$ cat config.mk
export PLATFORM = sky130hd
export DESIGN_NAME = qau_sum_stage
export DESIGN_NICKNAME = d
export VERILOG_FILES = /design/src/design/qau_pkg.sv /design/src/design/qau_sum_stage.sv
export SDC_FILE = /design/constraint.sdc
export NUM_CORES = 2
export LEC_CHECK = 0
export BUFFER_PORTS_ARGS = -buffer_cell sky130_fd_sc_hd__buf_4
export CAP_MARGIN = 10
export CORE_AREA = 2 2 516 518
export DETAILED_ROUTE_END_ITERATION = 8
export DIE_AREA = 0 0 518 520
export PLACE_DENSITY = 0.34
export SLEW_MARGIN = 20
export SYNTH_ARGS = -nofsm -noshare
export SYNTH_HDL_FRONTEND = slang
export SYNTH_SLANG_ARGS = --single-unit
$ cat constraint.sdc
create_clock -name clk -period 8.3 [get_ports clk]
set_input_delay 1.245 -clock clk [delete_from_list [all_inputs] [get_ports clk]]
set_output_delay 1.245 -clock clk [all_outputs]
set_load 0.01 [all_outputs]
$ cat src/design/qau_pkg.sv
`default_nettype none
package qau_pkg;

  localparam int DW        = 32;             // Q3.28 operand and result width
  localparam int FRAC_BITS = 28;
  localparam int PW        = 2 * DW;         // one full product
  localparam int SW        = PW + 2;         // sum of four products
  localparam int RW        = SW - FRAC_BITS; // rounded product sum
  localparam int LW        = DW + 1;         // add, subtract, negate
  localparam int NC        = 4;              // quaternion components
  localparam int NT        = 4;              // product terms per component

  localparam logic [2:0] ACT_ADD   = 3'd0;
  localparam logic [2:0] ACT_SUB   = 3'd1;
  localparam logic [2:0] ACT_MUL   = 3'd2;
  localparam logic [2:0] ACT_SCALE = 3'd3;
  localparam logic [2:0] ACT_CONJ  = 3'd4;

  localparam logic signed [SW-1:0] ROUND_HALF = SW'(1) <<< (FRAC_BITS - 1);

  // hamilton product: component c, term j is s[c][j] * t[c][j]
  localparam logic [1:0] S_IDX [NC][NT] = '{
    '{2'd0, 2'd1, 2'd2, 2'd3},
    '{2'd0, 2'd1, 2'd2, 2'd3},
    '{2'd0, 2'd2, 2'd3, 2'd1},
    '{2'd0, 2'd3, 2'd1, 2'd2}
  };
  localparam logic [1:0] T_IDX [NC][NT] = '{
    '{2'd0, 2'd1, 2'd2, 2'd3},
    '{2'd1, 2'd0, 2'd3, 2'd2},
    '{2'd2, 2'd0, 2'd1, 2'd3},
    '{2'd3, 2'd0, 2'd2, 2'd1}
  };
  // bit j set: term j is subtracted
  localparam logic [NT-1:0] NEG_MASK [NC] = '{
    4'b1110, 4'b1000, 4'b1000, 4'b1000
  };

  typedef struct packed {
    logic       valid;
    logic [2:0] action;
  } qau_ctl_t;

endpackage
`default_nettype wire

$ cat src/design/qau_sum_stage.sv
`default_nettype none
module qau_sum_stage (
  input  wire logic                          clk,
  input  wire logic                          rst_n,
  input  wire logic                          en,
  input  wire qau_pkg::qau_ctl_t             ctl_i,
  input  wire logic signed [qau_pkg::PW-1:0] prod_i [qau_pkg::NC][qau_pkg::NT],
  input  wire logic signed [qau_pkg::LW-1:0] lin_i [qau_pkg::NC],
  output logic                               valid_o,
  output logic signed [qau_pkg::RW-1:0]      val_o [qau_pkg::NC]
);
  import qau_pkg::*;

  logic                 valid_r;
  logic signed [RW-1:0] val_r [NC];
  logic signed [RW-1:0] val_nxt [NC];
  logic signed [SW-1:0] term [NC][NT];
  logic signed [SW-1:0] acc [NC];

  always_comb begin
    for (int c = 0; c < NC; c++) begin
      for (int j = 0; j < NT; j++) begin
        if (ctl_i.action == ACT_SCALE && j != 0) begin
          term[c][j] = '0;
        end else if (ctl_i.action == ACT_MUL && NEG_MASK[c][j]) begin
          term[c][j] = -SW'(prod_i[c][j]);
        end else begin
          term[c][j] = SW'(prod_i[c][j]);
        end
      end
      // exact sum, round half up, then drop the fraction
      acc[c] = term[c][0] + term[c][1] + term[c][2] + term[c][3] + ROUND_HALF;
      if (ctl_i.action == ACT_MUL || ctl_i.action == ACT_SCALE) begin
        val_nxt[c] = acc[c][SW-1:FRAC_BITS];
      end else begin
        val_nxt[c] = RW'(lin_i[c]);
      end
    end
  end

  always_ff @(posedge clk) begin
    if (!rst_n) begin
      valid_r <= 1'b0;
    end else if (en) begin
      valid_r <= ctl_i.valid;
    end
  end

  always_ff @(posedge clk) begin
    if (en) begin
      val_r <= val_nxt;
    end
  end

  assign valid_o = valid_r;
  assign val_o   = val_r;

`ifndef SYNTH
  a_sum_hold: assert property (@(posedge clk) disable iff (!rst_n)
    valid_r && !en |=> valid_r && $stable(val_r[0]) && $stable(val_r[3]))
    else $error("sum stage lost a held beat");
`endif

endmodule
`default_nettype wire

==> run_results.csv <==
group,metric,value,unit
route,wl_per_cell,25.61,um
route,met3RoutedLength,17380,um
sta,hold_violations,0,
synth,yosys_warnings,0,
cells_and_area,fin_nets,9868,
critical_path,r2r_start,"valid_o",
route,drt-met1-wl,119500,um
die,num_io_pins,1316,
route,drt_iter0_markers,3187,
sta,rsz0062_at_grt,"false",
die,dieArea,0.2694,sq mm
grt,grt_pass1_vias,53040,
critical_path,cp.required,8580,ps
placement,placed_area,0.06488,sq mm
sta,maxSlewViolCount,0,
critical_path,cp-end-kind,"flip-flop",
synth,synth_area_leader_cell,"fa_1",
job,cap_violations,0,
route,via_per_inst,4.530,
synth,synth_edf_count,152,
cells_and_area,drive_above_1_share,26.15,%
critical_path,critical_path_peak_fanout,7,
cts,cts_sinks,153,
cts,postCtsHoldBufs,0,
placement,io_buffers,1315,
cts,root_buffer,"clkbuf_16",
die,die_y,520,um
synth,ys_seq_area_share,9.776,%
hold_path,hold_path_class,"flip-flop to flip-flop",
sta,setup_tns,0,ps
route,antenna_left,0,
die,die_w,518,um
route,wl_met2,141600,um
cts,cts_made_buffers,25,
synth,syn-cell-area,0.04689,sq mm
route,top_layer,"met5",
synth,synth_flop_cell,"edfxtp_1",
critical_path,slowest_delay,540,ps
sta,fin_crit,8055,ps
grt,antenna_found_initial,100,
route,drc,0,
synth,synth_top_area_share,22.03,%
placement,dp_hpwl,255400,um
grt,grt_pass1_wl,404300,um
synth,synth.avg_cell_area,7.813,sq um
critical_path,worst_path_max_delay_cell,"or4_4",
synth,synth_fp_nets,8187,
synth,synth.distinct_cells,89,
cts,cts.repair.resized,0,
cts,clkLatencyLatePin,560,ps
synth,synth_area_leaders,"fa_1, ha_1, edfxtp_1",
power_and_ir_drop,powerDensity,219.4,mW/mm^2
power_and_ir_drop,power,14.41,mW
sta,slew_headroom,33.20,%
critical_path,cp-start-kind,"primary input",
die,core,0.2639,sq mm
sta,tightest_slew,1002,ps
cts,htreeDepth,4,
cts,cts_tree,"done",
cts,path_clk_slew,80,ps
grt,grtUsageTotal,20.79,%
cts,cts.path.max_buffers,3,
grt,overflow,0,
sta,fmax,124.1,MHz
cells_and_area,final_cell_area,0.06569,sq mm
status,status,"complete, no violations",
critical_path,startpoint,"prod_i[0]",
placement,place.gp.congestion,0.9596,
route,num_vias,51000,
route,drt_wl_total,288300,um
sta,fin_crit_sh,97.05,%
die,start_util,17.77,%
sta,finalSetupViolCount,0,
power_and_ir_drop,vdd_ir_drop_max,0.1536,mV
placement,dp_slack,-500.1,ps
hold_path,hp-start,"valid_o",
synth,synth-seq-cells,153,
cells_and_area,synthToLayoutAreaGrowth,40.08,%
die,placement_rows,189,
sta,fin_ws,244.7,ps
power_and_ir_drop,power.leakage,31.18,nW
synth,syn_inst,6002,
cts,cts_setup_buffers,0,
critical_path,crit_type,"primary input to flip-flop",
synth,async_flop_share,0,%
critical_path,cp.arrival,8330,ps
sta,clock_skew,0,ps
grt,grt_max_degree,87,
route,dr.pass1.iters,5,
-- final timing paths --
kind | endpoint | slack (ps) | cells past startpoint
max | val_o[29] | 240 | 29
min | valid_o | 530 | 2
max reg2reg | valid_o | 7700 | 2
min reg2reg | valid_o | 530 | 2
-- where the power goes --
part           internal [mW]  total, mW  switching [mW]  leakage [nW]
sequential              1.08       1.14          0.0609          1.49
combinational           5.51       12.2            6.69          29.3
clock                  0.571       1.07           0.499         0.337
total                   7.16       14.4            7.25          31.2
-- critical path: cells and delay by family --
kind / cells / cell delay [ps]
compound gates: 10 / 1780
xor+xnor: 2 / 270
fa+ha+maj: 5 / 1720
buf+inv: 5 / 650
simple gates: 7 / 2620
-- registers in the layout, indices dropped and copies added, names as in the netlist --
name	count
valid_o	1
val_o	152
-- stage by stage --
stage | util [%] | cells | hold WS, ps
global placement | 24.58 | 11190 | 502.2
floorplan | - | 6002 | 538.3
finish | 24.89 | 11260 | 531.6
detailed placement | 24.58 | 11190 | 514.6
CTS | 24.85 | 11220 | 530.5
global route | 24.88 | 11240 | 582.4
-- cell families (layout without fill, tap and decap cells) --
kind of cell	count (synthesis)	count (layout)	share of synthesized area (%)
and+or+nand+nor	2113	2113	22.35
buffers and inverters	917	2604	7.375
muxes	62	62	1.329
DFF	153	153	9.776
adders and majority gates	1022	1022	35.53
other	0	37	0
xor gates and xnor gates	243	243	4.539
AOI/OAI and AO/OA	1492	1492	19.10
-- synth_stat cells, drive strengths merged, types with 6 or more instances --
| master | n |
|---|---|
| nor3 | 203 |
| o41ai | 24 |
| a31oi | 62 |
| xor2 | 101 |
| a211o | 29 |
| nor4 | 78 |
| ha | 506 |
| nand3 | 94 |
| a21o | 149 |
| nand3b | 16 |
| fa | 516 |
| o311ai | 6 |
| o21ai | 440 |
| nor2 | 424 |
| o21bai | 25 |
| a211oi | 43 |
| and2 | 240 |
| nor2b | 29 |
| inv | 674 |
| edfxtp | 152 |
| or2 | 27 |
| o211ai | 16 |
| or3 | 128 |
| nand2b | 37 |
| o2111ai | 7 |
| o21a | 20 |
| nand4 | 69 |
| a41oi | 9 |
| and3 | 43 |
| o31ai | 38 |
| a311oi | 10 |
| clkbuf | 225 |
| buf | 18 |
| a21oi | 523 |
| nand2 | 647 |
| xnor2 | 142 |
| a22oi | 34 |
| mux2i | 60 |
| and4 | 12 |
| nor4b | 7 |
| or4 | 31 |
| nor3b | 14 |
-- per-layer routing --
metal  up-vias  global-route usage, %
li1      24190                      -
met1     24780                  25.17
met2      1628                  36.65
met3       323                  4.512
met4        80                  6.107
met5         -                      0
-- cell usage in the layout, fill, tap and decap left out, types with 200 or more instances in the layout --
master	count
inv_1	674
nor2_1	420
buf_4	1879
and2_1	240
nor3_1	200
a21oi_1	523
ha_1	506
o21ai_0	433
nand2_1	647
fa_1	516
-- cell type report --
class / count / area, sq um
repair buffers: 1897 / 14460
diodes: 37 / 92.59
flip-flops and latches: 153 / 4584
clock buffers: 25 / 625.6
multi-input cells: 4932 / 38920
well taps: 3533 / 4420
clock inverters: 8 / 62.56
fillers: 29460 / 198200
inverters: 674 / 2530
(Power assumes the default switching activity.)
