$ cat config.mk
export PLATFORM = sky130hd
export DESIGN_NAME = qau_sat_stage
export DESIGN_NICKNAME = d
export VERILOG_FILES = /design/src/design/qau_pkg.sv /design/src/design/qau_sat_stage.sv
export SDC_FILE = /design/constraint.sdc
export NUM_CORES = 1
export LEC_CHECK = 0
export BUFFER_PORTS_ARGS = -buffer_cell sky130_fd_sc_hd__buf_2
export CAP_MARGIN = 20
export CORE_ASPECT_RATIO = 1.4
export CORE_MARGIN = 2
export CORE_UTILIZATION = 35
export DETAILED_ROUTE_END_ITERATION = 8
export PLACE_DENSITY = 0.63
export REMOVE_ABC_BUFFERS = 1
export SLEW_MARGIN = 20
export SYNTH_ARGS = -nofsm -noshare
export SYNTH_HDL_FRONTEND = slang
export SYNTH_SLANG_ARGS = --single-unit
$ cat constraint.sdc
create_clock -name clk -period 3.8 [get_ports clk]
set_input_delay 0.19 -clock clk [delete_from_list [all_inputs] [get_ports clk]]
set_output_delay 0.19 -clock clk [all_outputs]
set_load 0.1 [all_outputs]
$ cat src/design/qau_pkg.sv
`default_nettype none
package qau_pkg;

  localparam int DW        = 32;             // Q3.28 operand and result width
  localparam int FRAC_BITS = 28;
  localparam int PW        = 2 * DW;         // one full product
  localparam int SW        = PW + 2;         // sum of four products
  localparam int RW        = SW - FRAC_BITS; // rounded product sum
  localparam int LW        = DW + 1;         // add, subtract, negate
  localparam int NC        = 4;              // quaternion components
  localparam int NT        = 4;              // product terms per component

  localparam logic [2:0] ACT_ADD   = 3'd0;
  localparam logic [2:0] ACT_SUB   = 3'd1;
  localparam logic [2:0] ACT_MUL   = 3'd2;
  localparam logic [2:0] ACT_SCALE = 3'd3;
  localparam logic [2:0] ACT_CONJ  = 3'd4;

  localparam logic signed [SW-1:0] ROUND_HALF = SW'(1) <<< (FRAC_BITS - 1);

  // hamilton product: component c, term j is s[c][j] * t[c][j]
  localparam logic [1:0] S_IDX [NC][NT] = '{
    '{2'd0, 2'd1, 2'd2, 2'd3},
    '{2'd0, 2'd1, 2'd2, 2'd3},
    '{2'd0, 2'd2, 2'd3, 2'd1},
    '{2'd0, 2'd3, 2'd1, 2'd2}
  };
  localparam logic [1:0] T_IDX [NC][NT] = '{
    '{2'd0, 2'd1, 2'd2, 2'd3},
    '{2'd1, 2'd0, 2'd3, 2'd2},
    '{2'd2, 2'd0, 2'd1, 2'd3},
    '{2'd3, 2'd0, 2'd2, 2'd1}
  };
  // bit j set: term j is subtracted
  localparam logic [NT-1:0] NEG_MASK [NC] = '{
    4'b1110, 4'b1000, 4'b1000, 4'b1000
  };

  typedef struct packed {
    logic       valid;
    logic [2:0] action;
  } qau_ctl_t;

endpackage
`default_nettype wire

$ cat src/design/qau_sat_stage.sv
`default_nettype none
module qau_sat_stage (
  input  wire logic                          clk,
  input  wire logic                          rst_n,
  input  wire logic                          valid_i,
  input  wire logic signed [qau_pkg::RW-1:0] val_i [qau_pkg::NC],
  output logic                               en_o,
  output logic                               out_valid,
  input  wire logic                          out_stall,
  output logic signed [qau_pkg::DW-1:0]      out_r_w,
  output logic signed [qau_pkg::DW-1:0]      out_r_x,
  output logic signed [qau_pkg::DW-1:0]      out_r_y,
  output logic signed [qau_pkg::DW-1:0]      out_r_z,
  output logic                               out_saturated
);
  import qau_pkg::*;

  localparam logic signed [DW-1:0] MAX_VAL = {1'b0, {(DW-1){1'b1}}};
  localparam logic signed [DW-1:0] MIN_VAL = {1'b1, {(DW-1){1'b0}}};

  logic                 valid_r;
  logic signed [DW-1:0] res_r [NC];
  logic signed [DW-1:0] res_nxt [NC];
  logic                 sat_r;
  logic                 sat_nxt;
  logic [NC-1:0]        clip;

  assign en_o = !valid_r || !out_stall;

  always_comb begin
    for (int c = 0; c < NC; c++) begin
      // in range only if the bits above the result all copy its sign
      clip[c] = (val_i[c][RW-1:DW-1] != {(RW-DW+1){val_i[c][DW-1]}});
      if (!clip[c]) begin
        res_nxt[c] = val_i[c][DW-1:0];
      end else if (val_i[c][RW-1]) begin
        res_nxt[c] = MIN_VAL;
      end else begin
        res_nxt[c] = MAX_VAL;
      end
    end
    sat_nxt = |clip;
  end

  always_ff @(posedge clk) begin
    if (!rst_n) begin
      valid_r <= 1'b0;
    end else if (en_o) begin
      valid_r <= valid_i;
    end
  end

  always_ff @(posedge clk) begin
    if (en_o) begin
      res_r <= res_nxt;
      sat_r <= sat_nxt;
    end
  end

  assign out_valid     = valid_r;
  assign out_r_w       = res_r[0];
  assign out_r_x       = res_r[1];
  assign out_r_y       = res_r[2];
  assign out_r_z       = res_r[3];
  assign out_saturated = sat_r;

`ifndef SYNTH
  a_sat_flag: assert property (@(posedge clk) disable iff (!rst_n)
    out_valid && out_saturated |->
      out_r_w == MAX_VAL || out_r_w == MIN_VAL || out_r_x == MAX_VAL || out_r_x == MIN_VAL ||
      out_r_y == MAX_VAL || out_r_y == MIN_VAL || out_r_z == MAX_VAL || out_r_z == MIN_VAL)
    else $error("saturated flag without a clipped component");
  a_reset_empty: assert property (@(posedge clk)
    !rst_n |=> !out_valid)
    else $error("output valid right after reset");
`endif

endmodule
`default_nettype wire

==> metrics.txt, run 1 <==
# TYPE chip_impl_metric gauge
chip_impl_metric{name="fp.dieArea",unit="sq mm"} 0.0161
chip_impl_metric{name="critical-path-max-stage-delay",unit="ns"} 0.60
chip_impl_metric{name="tightestPinTransition",unit="ns"} 0.805
chip_impl_info{name="worstPathCellList",value="nand2_4 > buf_2"} 1
chip_impl_metric{name="clk_path_buf_depth",unit=""} 2
chip_impl_info{name="holdCritPathClass",value="in2reg"} 1
chip_impl_metric{name="slew_headroom",unit=""} 0.463
chip_impl_metric{name="avgRoutedWirePerCell",unit="um"} 16.7
chip_impl_metric{name="first_global_vias",unit=""} 3905
chip_impl_info{name="worst_r2r_startpoint",value="out_valid"} 1
chip_impl_metric{name="grt_start_max_net_pins",unit=""} 61
chip_impl_metric{name="max-cap-violations",unit=""} 0
chip_impl_info{name="slowest_stage",value="sky130_fd_sc_hd__nand2_4"} 1
chip_impl_info{name="critPathCaptureType",value="output pin"} 1
chip_impl_info{name="critical_path.startpoint_type",value="flip-flop"} 1
chip_impl_metric{name="worstRegToRegCells",unit=""} 2
chip_impl_metric{name="holdWs",unit="ns"} 0.0334
chip_impl_metric{name="drtPass1Iterations",unit=""} 5
chip_impl_metric{name="leak_pwr",unit="nW"} 3.75
chip_impl_metric{name="wirelength",unit="um"} 13400
chip_impl_info{name="regToRegEndpoint",value="out_r_x[5]"} 1
chip_impl_info{name="clock_tree_from_tritoncts",value="built"} 1
chip_impl_metric{name="cts.repair_timing.setup_buffer_count",unit=""} 0
chip_impl_metric{name="netlist_instances",unit=""} 314
chip_impl_metric{name="synth_area",unit="sq mm"} 0.00528
chip_impl_metric{name="period_share",unit=""} 0.553
chip_impl_metric{name="post-route-worst-setup-slack",unit="ns"} 1.70
chip_impl_metric{name="synth.distinct_cells",unit=""} 15
chip_impl_metric{name="cts_htree_levels",unit=""} 4
chip_impl_info{name="worst_setup_path_startpoint",value="out_valid"} 1
chip_impl_metric{name="quantity_of_gates_resized_following_cts",unit=""} 0
chip_impl_metric{name="detailroute.via_count",unit=""} 3750
chip_impl_metric{name="clock-skew-final",unit="ns"} 0.00650
chip_impl_metric{name="drive_above_1_share",unit=""} 0.537
chip_impl_metric{name="postSynthRegisterBits",unit=""} 130
chip_impl_metric{name="place_area",unit="sq mm"} 0.00677
chip_impl_metric{name="ctsHoldBuffers",unit=""} 2
chip_impl_metric{name="worstPathArrival",unit="ns"} 1.91
chip_impl_metric{name="viasPerCell",unit=""} 4.67
chip_impl_metric{name="p_comb_frac",unit=""} 0.241
chip_impl_info{name="grt_setup_unrepaired",value="false"} 1
chip_impl_metric{name="relative_contribution_of_the_clock_network_to_total_power",unit=""} 0.365
chip_impl_metric{name="final_hold_violating_endpoints",unit=""} 0
chip_impl_metric{name="seq_area_frac_synth",unit=""} 0.737
chip_impl_metric{name="p_sw_frac",unit=""} 0.340
chip_impl_metric{name="finalWeightedCongestion",unit=""} 0.829
chip_impl_metric{name="power.switching",unit="W"} 0.00149
chip_impl_metric{name="max_freq",unit="MHz"} 476
chip_impl_info{name="run_status",value="complete, no violations"} 1
chip_impl_metric{name="rrSetupSlack",unit="ns"} 1.90
chip_impl_metric{name="rows",unit=""} 53
chip_impl_metric{name="route.antenna.remaining_nets",unit=""} 0
chip_impl_info{name="worstSetupEndpoint",value="en_o"} 1
chip_impl_metric{name="detailed_place_hpwl",unit="um"} 9650
chip_impl_metric{name="initial_core_util",unit=""} 0.354
chip_impl_metric{name="stdcell_area",unit="sq mm"} 0.00736
chip_impl_metric{name="numCtsBuffers",unit=""} 17
chip_impl_metric{name="cts.reportedPaths.clkPinSlew",unit="ns"} 0.06
chip_impl_metric{name="critical_path_required",unit="ns"} 3.61
chip_impl_metric{name="preCtsSetupSlack",unit="ns"} 1.87
chip_impl_metric{name="io_buffer_count",unit=""} 286
chip_impl_metric{name="top_level_ports",unit=""} 287
chip_impl_metric{name="utilization",unit=""} 0.494
chip_impl_metric{name="clkSinkCount",unit=""} 130
chip_impl_metric{name="route.detailed.drc",unit=""} 0
chip_impl_metric{name="power_report.internal_total",unit="W"} 0.00289
chip_impl_metric{name="die-width",unit="um"} 108
chip_impl_metric{name="floorplan.die.height",unit="um"} 149
chip_impl_metric{name="grt.overflow.total",unit=""} 0
chip_impl_metric{name="synth-warning-count",unit=""} 0
chip_impl_metric{name="worstSkewPairLatency",unit="ns"} 0.41
chip_impl_metric{name="core_region_area",unit="sq mm"} 0.0149
chip_impl_metric{name="finalWorstPathRequiredPeriod",unit="ns"} 2.10
chip_impl_metric{name="total_number_of_nets_in_the_final_design",unit=""} 754
chip_impl_metric{name="area_delta_synth_final",unit="%"} 39.4
chip_impl_metric{name="finalMaxSlewViolations",unit=""} 0
chip_impl_metric{name="path_max_fanout",unit=""} 60
chip_impl_info{name="crit_type",value="reg2out"} 1
chip_impl_metric{name="wire_length_of_the_first_global_routing_pass",unit="um"} 20100
chip_impl_metric{name="global_route.usage.total",unit=""} 0.166
chip_impl_metric{name="tns",unit="ns"} 0
chip_impl_metric{name="seqPwrFrac",unit=""} 0.394
chip_impl_info{name="cts_root_buf",value="sky130_fd_sc_hd__clkbuf_16"} 1
chip_impl_metric{name="irDropWorstVdd",unit="V"} 0.000287
chip_impl_metric{name="setup_violations",unit=""} 0
chip_impl_metric{name="dr.first_iter.drc_count",unit=""} 100
chip_impl_metric{name="antenna_found_initial",unit=""} 2
chip_impl_metric{name="postSynthAreaPerCell",unit="sq um"} 16.8
chip_impl_info{name="worst_hold_path_startpoint",value="val_i[151]"} 1
chip_impl_metric{name="power_density",unit="mW/mm^2"} 594
synth_stat cells (all sizes together):
master | instances | area, sq um
nor2b | 5 | 61.3
edfxtp | 129 | 3870
nor3 | 4 | 20.0
dfxtp | 1 | 20.0
nand2 | 5 | 18.8
nand3 | 4 | 20.0
nor4 | 4 | 25.0
clkbuf | 4 | 15.0
a21o | 124 | 931
buf | 24 | 225
o21ai | 4 | 35.0
nand4 | 5 | 31.3
a21oi | 1 | 5.00
metal layers:
| metal | vias to the layer above | routed length [um] | GRT usage |
|---|---|---|---|
| met5 | - | 0 | 0 |
| met4 | 0 | 406 | 0.0846 |
| met3 | 27 | 939 | 0.0529 |
| met2 | 173 | 7050 | 0.286 |
| met1 | 1767 | 5040 | 0.181 |
| li1 | 1783 | - | - |
final cells by class:
| cell class | instances | area (sq um) |
|---|---|---|
| diodes | 2 | 5.00 |
| clock buffers | 20 | 437 |
| clock inverters | 10 | 138 |
| fillers | 1363 | 7560 |
| multi-input cells | 156 | 1160 |
| flip-flops and latches | 130 | 3890 |
| well taps | 192 | 240 |
| repair buffers | 293 | 1490 |
cell usage in the layout (no fill, tap or decap), drive strengths merged:
master | synthesis | routed
buf | 24 | 291
edfxtp | 129 | 129
a21o | 124 | 124
clkbuf | 4 | 20
nand4 | 5 | 5
nand2 | 5 | 5
nor2b | 5 | 5
clkinv | 0 | 5
nand3 | 4 | 4
nor3 | 4 | 4
nor4 | 4 | 4
o21ai | 4 | 4
bufinv | 0 | 3
diode | 0 | 2
clkinvlp | 0 | 2
dlygate4sd3 | 0 | 2
a21oi | 1 | 1
dfxtp | 1 | 1
metrics by stage:
step           power, W  instances
2_1_floorplan   0.00260        286
3_3_place_gp    0.00280        769
3_5_place_dp    0.00281        769
4_1_cts         0.00443        801
5_1_grt         0.00452        803
6_report        0.00438        803
critical path, delay by kind of cell (launching register included):
| kind | cells | cell delay (ns) |
|---|---|---|
| buffers and inverters | 1 | 0.56 |
| and+or+nand+nor | 1 | 0.60 |
| DFF | 1 | 0.34 |
state kept, by name (all words and copies together) (netlist names):
signal	flops
out_r_w	32
out_r_x	32
out_r_y	32
out_r_z	32
out_saturated	1
out_valid	1
cells by family (layout without fill, tap and decap cells):
kind of cell	count (synthesis)	count (layout)	share of synthesized area
flops	130	130	0.737
compound gates	129	129	0.184
buf+inv	28	323	0.0455
simple gates	27	27	0.0334
other cells	0	2	0
worst min-delay path by stage:
stage / to / slack [ns] / depth (start not counted)
after floorplan: out_r_w[31] / 0.29 / 0
after global placement: out_valid / 0.41 / 2
after detailed placement: out_valid / 0.41 / 2
after CTS: out_r_w[31] / 0.01 / 1
after global routing: out_r_z[31] / 0.02 / 1
final: out_r_w[31] / 0.03 / 1
power groups by stage:
stage / Clock, W / Combinational (W) / Sequential (W)
6_report: 0.00160 / 0.00105 / 0.00172
2_1_floorplan: 0 / 0.0000971 / 0.00251
5_1_grt: 0.00170 / 0.00109 / 0.00173
4_1_cts: 0.00164 / 0.00106 / 0.00172
3_5_place_dp: 0 / 0.00106 / 0.00175
3_3_place_gp: 0 / 0.00105 / 0.00175
(Power assumes the default switching activity.)
==> inputs of run 2 (changes only) <==
--- a/config.mk
+++ b/config.mk
@@ -11,7 +11,7 @@
 export CORE_MARGIN = 2
 export CORE_UTILIZATION = 35
 export DETAILED_ROUTE_END_ITERATION = 8
-export PLACE_DENSITY = 0.63
+export PLACE_DENSITY = 0.66
 export REMOVE_ABC_BUFFERS = 1
 export SLEW_MARGIN = 20
 export SYNTH_ARGS = -nofsm -noshare
==> constraint.sdc (replaced) <==
create_clock -name clk -period 1.7 [get_ports clk]
set_input_delay 0.085 -clock clk [delete_from_list [all_inputs] [get_ports clk]]
set_output_delay 0.085 -clock clk [all_outputs]
set_load 0.1 [all_outputs]
==> metrics.txt, run 2 (synthesis results as in run 1) <==
# TYPE chip_impl_metric gauge
chip_impl_metric{name="quantity_of_gates_resized_following_cts",unit=""} 0
chip_impl_info{name="routed.top_layer",value="met4"} 1
chip_impl_metric{name="finalWeightedCongestion",unit=""} 0.803
chip_impl_metric{name="routed-wl-met2",unit="um"} 8400
chip_impl_metric{name="finalWorstPathRequiredPeriod",unit="ns"} 1.55
chip_impl_metric{name="leak_pwr",unit="nW"} 4.37
chip_impl_metric{name="slew_headroom",unit=""} 0.518
chip_impl_metric{name="irDropWorstVdd",unit="V"} 0.000585
chip_impl_metric{name="area_delta_synth_final",unit="%"} 66.9
chip_impl_metric{name="clk_path_buf_depth",unit=""} 2
chip_impl_metric{name="place_area",unit="sq mm"} 0.00688
chip_impl_info{name="worst_r2r_startpoint",value="out_valid"} 1
chip_impl_metric{name="drive_above_1_share",unit=""} 0.450
chip_impl_metric{name="clock-skew-final",unit="ns"} 0.00656
chip_impl_metric{name="met1Wirelength",unit="um"} 5430
chip_impl_metric{name="detailed_place_hpwl",unit="um"} 9710
chip_impl_metric{name="rrSetupSlack",unit="ns"} 0.43
chip_impl_info{name="regToRegEndpoint",value="out_valid"} 1
chip_impl_metric{name="drtPass1Iterations",unit=""} 4
chip_impl_metric{name="critical_path_required",unit="ns"} 1.97
chip_impl_metric{name="path_max_fanout",unit=""} 20
chip_impl_metric{name="die-width",unit="um"} 108
chip_impl_metric{name="preCtsSetupSlack",unit="ns"} 0.261
chip_impl_metric{name="post-route-worst-setup-slack",unit="ns"} 0.152
chip_impl_info{name="worst_hold_path_startpoint",value="val_i[109]"} 1
chip_impl_info{name="critPathCaptureType",value="flip-flop"} 1
chip_impl_metric{name="core_region_area",unit="sq mm"} 0.0149
chip_impl_metric{name="num-fill-cells",unit=""} 1162
chip_impl_info{name="holdCritPathClass",value="in2reg"} 1
chip_impl_metric{name="io_buffer_count",unit=""} 286
chip_impl_metric{name="cts.repair_timing.setup_buffer_count",unit=""} 0
chip_impl_metric{name="final_hold_violating_endpoints",unit=""} 0
chip_impl_metric{name="worstRegToRegCells",unit=""} 3
chip_impl_info{name="hold-path-endpoint",value="out_saturated"} 1
chip_impl_metric{name="cts_htree_levels",unit=""} 4
chip_impl_metric{name="power_density",unit="mW/mm^2"} 1170
chip_impl_info{name="grt_setup_unrepaired",value="false"} 1
chip_impl_metric{name="wire_length_of_the_first_global_routing_pass",unit="um"} 22900
chip_impl_metric{name="met3_wirelength",unit="um"} 926
chip_impl_metric{name="numCtsBuffers",unit=""} 17
chip_impl_metric{name="max_freq",unit="MHz"} 646
chip_impl_metric{name="period_share",unit=""} 0.911
chip_impl_metric{name="max-cap-violations",unit=""} 0
chip_impl_info{name="final_cell_mix",value="sky130_fd_sc_hd__buf_2 (285), sky130_fd_sc_hd__dlygate4sd3_1 (130), sky130_fd_sc_hd__edfxtp_1 (129)"} 1
chip_impl_metric{name="floorplan.die.height",unit="um"} 149
chip_impl_metric{name="wirelength",unit="um"} 15300
chip_impl_metric{name="rows",unit=""} 53
chip_impl_metric{name="worstSkewPairLatency",unit="ns"} 0.40
chip_impl_metric{name="first_global_vias",unit=""} 4718
chip_impl_metric{name="cts.reportedPaths.clkPinSlew",unit="ns"} 0.06
chip_impl_metric{name="initial_core_util",unit=""} 0.354
chip_impl_metric{name="total_number_of_nets_in_the_final_design",unit=""} 886
chip_impl_info{name="clock_tree_from_tritoncts",value="built"} 1
chip_impl_metric{name="holdWs",unit="ns"} 0.230
chip_impl_metric{name="global_route.usage.total",unit=""} 0.187
chip_impl_metric{name="setup_violations",unit=""} 0
chip_impl_info{name="crit_type",value="in2reg"} 1
chip_impl_metric{name="antenna_fix_cells",unit=""} 0
chip_impl_info{name="cts_root_buf",value="sky130_fd_sc_hd__clkbuf_16"} 1
chip_impl_metric{name="grt.overflow.total",unit=""} 0
chip_impl_metric{name="hold_path_depth",unit=""} 4
chip_impl_metric{name="tightestPinTransition",unit="ns"} 0.722
chip_impl_metric{name="dr.first_iter.drc_count",unit=""} 172
chip_impl_metric{name="seqCellArea",unit="sq mm"} 0.00389
chip_impl_metric{name="ctsHoldBuffers",unit=""} 130
chip_impl_metric{name="fp.dieArea",unit="sq mm"} 0.0161
chip_impl_info{name="layout_commonest_cell",value="sky130_fd_sc_hd__buf_2"} 1
chip_impl_metric{name="stdcell_area",unit="sq mm"} 0.00881
chip_impl_metric{name="route.antenna.remaining_nets",unit=""} 0
chip_impl_metric{name="multi_input_area",unit="sq mm"} 0.00115
chip_impl_metric{name="grt_start_max_net_pins",unit=""} 56
chip_impl_info{name="run_status",value="complete, no violations"} 1
chip_impl_metric{name="viasPerCell",unit=""} 4.72
chip_impl_metric{name="worstPathArrival",unit="ns"} 1.82
chip_impl_metric{name="clkSinkCount",unit=""} 130
chip_impl_metric{name="detailroute.via_count",unit=""} 4417
chip_impl_metric{name="finalMaxSlewViolations",unit=""} 0
chip_impl_metric{name="antenna_found_initial",unit=""} 0
chip_impl_metric{name="top_level_ports",unit=""} 287
chip_impl_metric{name="avgRoutedWirePerCell",unit="um"} 16.3
chip_impl_info{name="critical_path.startpoint_type",value="primary input"} 1
chip_impl_metric{name="route.detailed.drc",unit=""} 0
## run 2: layer usage
layer,track usage,vias up
met5,0,-
met4,0.100,0
met3,0.0481,41
met2,0.345,189
met1,0.190,2135
li1,-,2052
## run 2: final cells by class
cell class,count,share of cell area
Sequential cell,130,0.442
Timing Repair Buffer,425,0.328
Multi-Input combinational cell,156,0.131
Clock buffer,21,0.0522
Tap cell,192,0.0273
Clock inverter,11,0.0199
## run 2: how the worst max path moves through the flow
| stage | end | slack, ns | start | depth (start not counted) |
|---|---|---|---|---|
| after detailed placement | out_r_y[21] | 0.26 | val_i[73] | 6 |
| after global placement | out_r_y[1] | 0.34 | val_i[75] | 5 |
| after global routing | out_r_y[10] | 0.02 | val_i[75] | 7 |
| final | out_r_y[10] | 0.15 | val_i[75] | 7 |
| after floorplan | out_r_w[0] | -3.54 | out_valid | 1 |
| after CTS | out_r_y[14] | 0.14 | val_i[75] | 7 |
## run 2: stage by stage
| step | power, W | cells | setup TNS, ns | utilization |
|---|---|---|---|---|
| after floorplan | 0.00582 | 286 | -459.28 | - |
| after global placement | 0.00627 | 773 | 0 | 0.461 |
| after detailed placement | 0.00629 | 773 | 0 | 0.461 |
| after CTS | 0.0105 | 935 | 0 | 0.591 |
| after global routing | 0.0106 | 935 | 0 | 0.591 |
| final | 0.0104 | 935 | 0 | 0.591 |
## run 2: worst max-delay path, stage by stage
cell                            delay (ns)
sky130_fd_sc_hd__dlygate4sd3_1        0.53
sky130_fd_sc_hd__buf_2                0.16
sky130_fd_sc_hd__nor4_1               0.26
sky130_fd_sc_hd__nand2_1              0.13
sky130_fd_sc_hd__o21ai_2              0.27
sky130_fd_sc_hd__buf_12               0.23
sky130_fd_sc_hd__a21o_1               0.14
## run 2: power breakdown
| part | total, W | switching, W | internal [W] |
|---|---|---|---|
| combinational | 0.00262 | 0.00203 | 0.000590 |
| sequential | 0.00385 | 0.0000622 | 0.00379 |
| clock | 0.00388 | 0.00133 | 0.00255 |
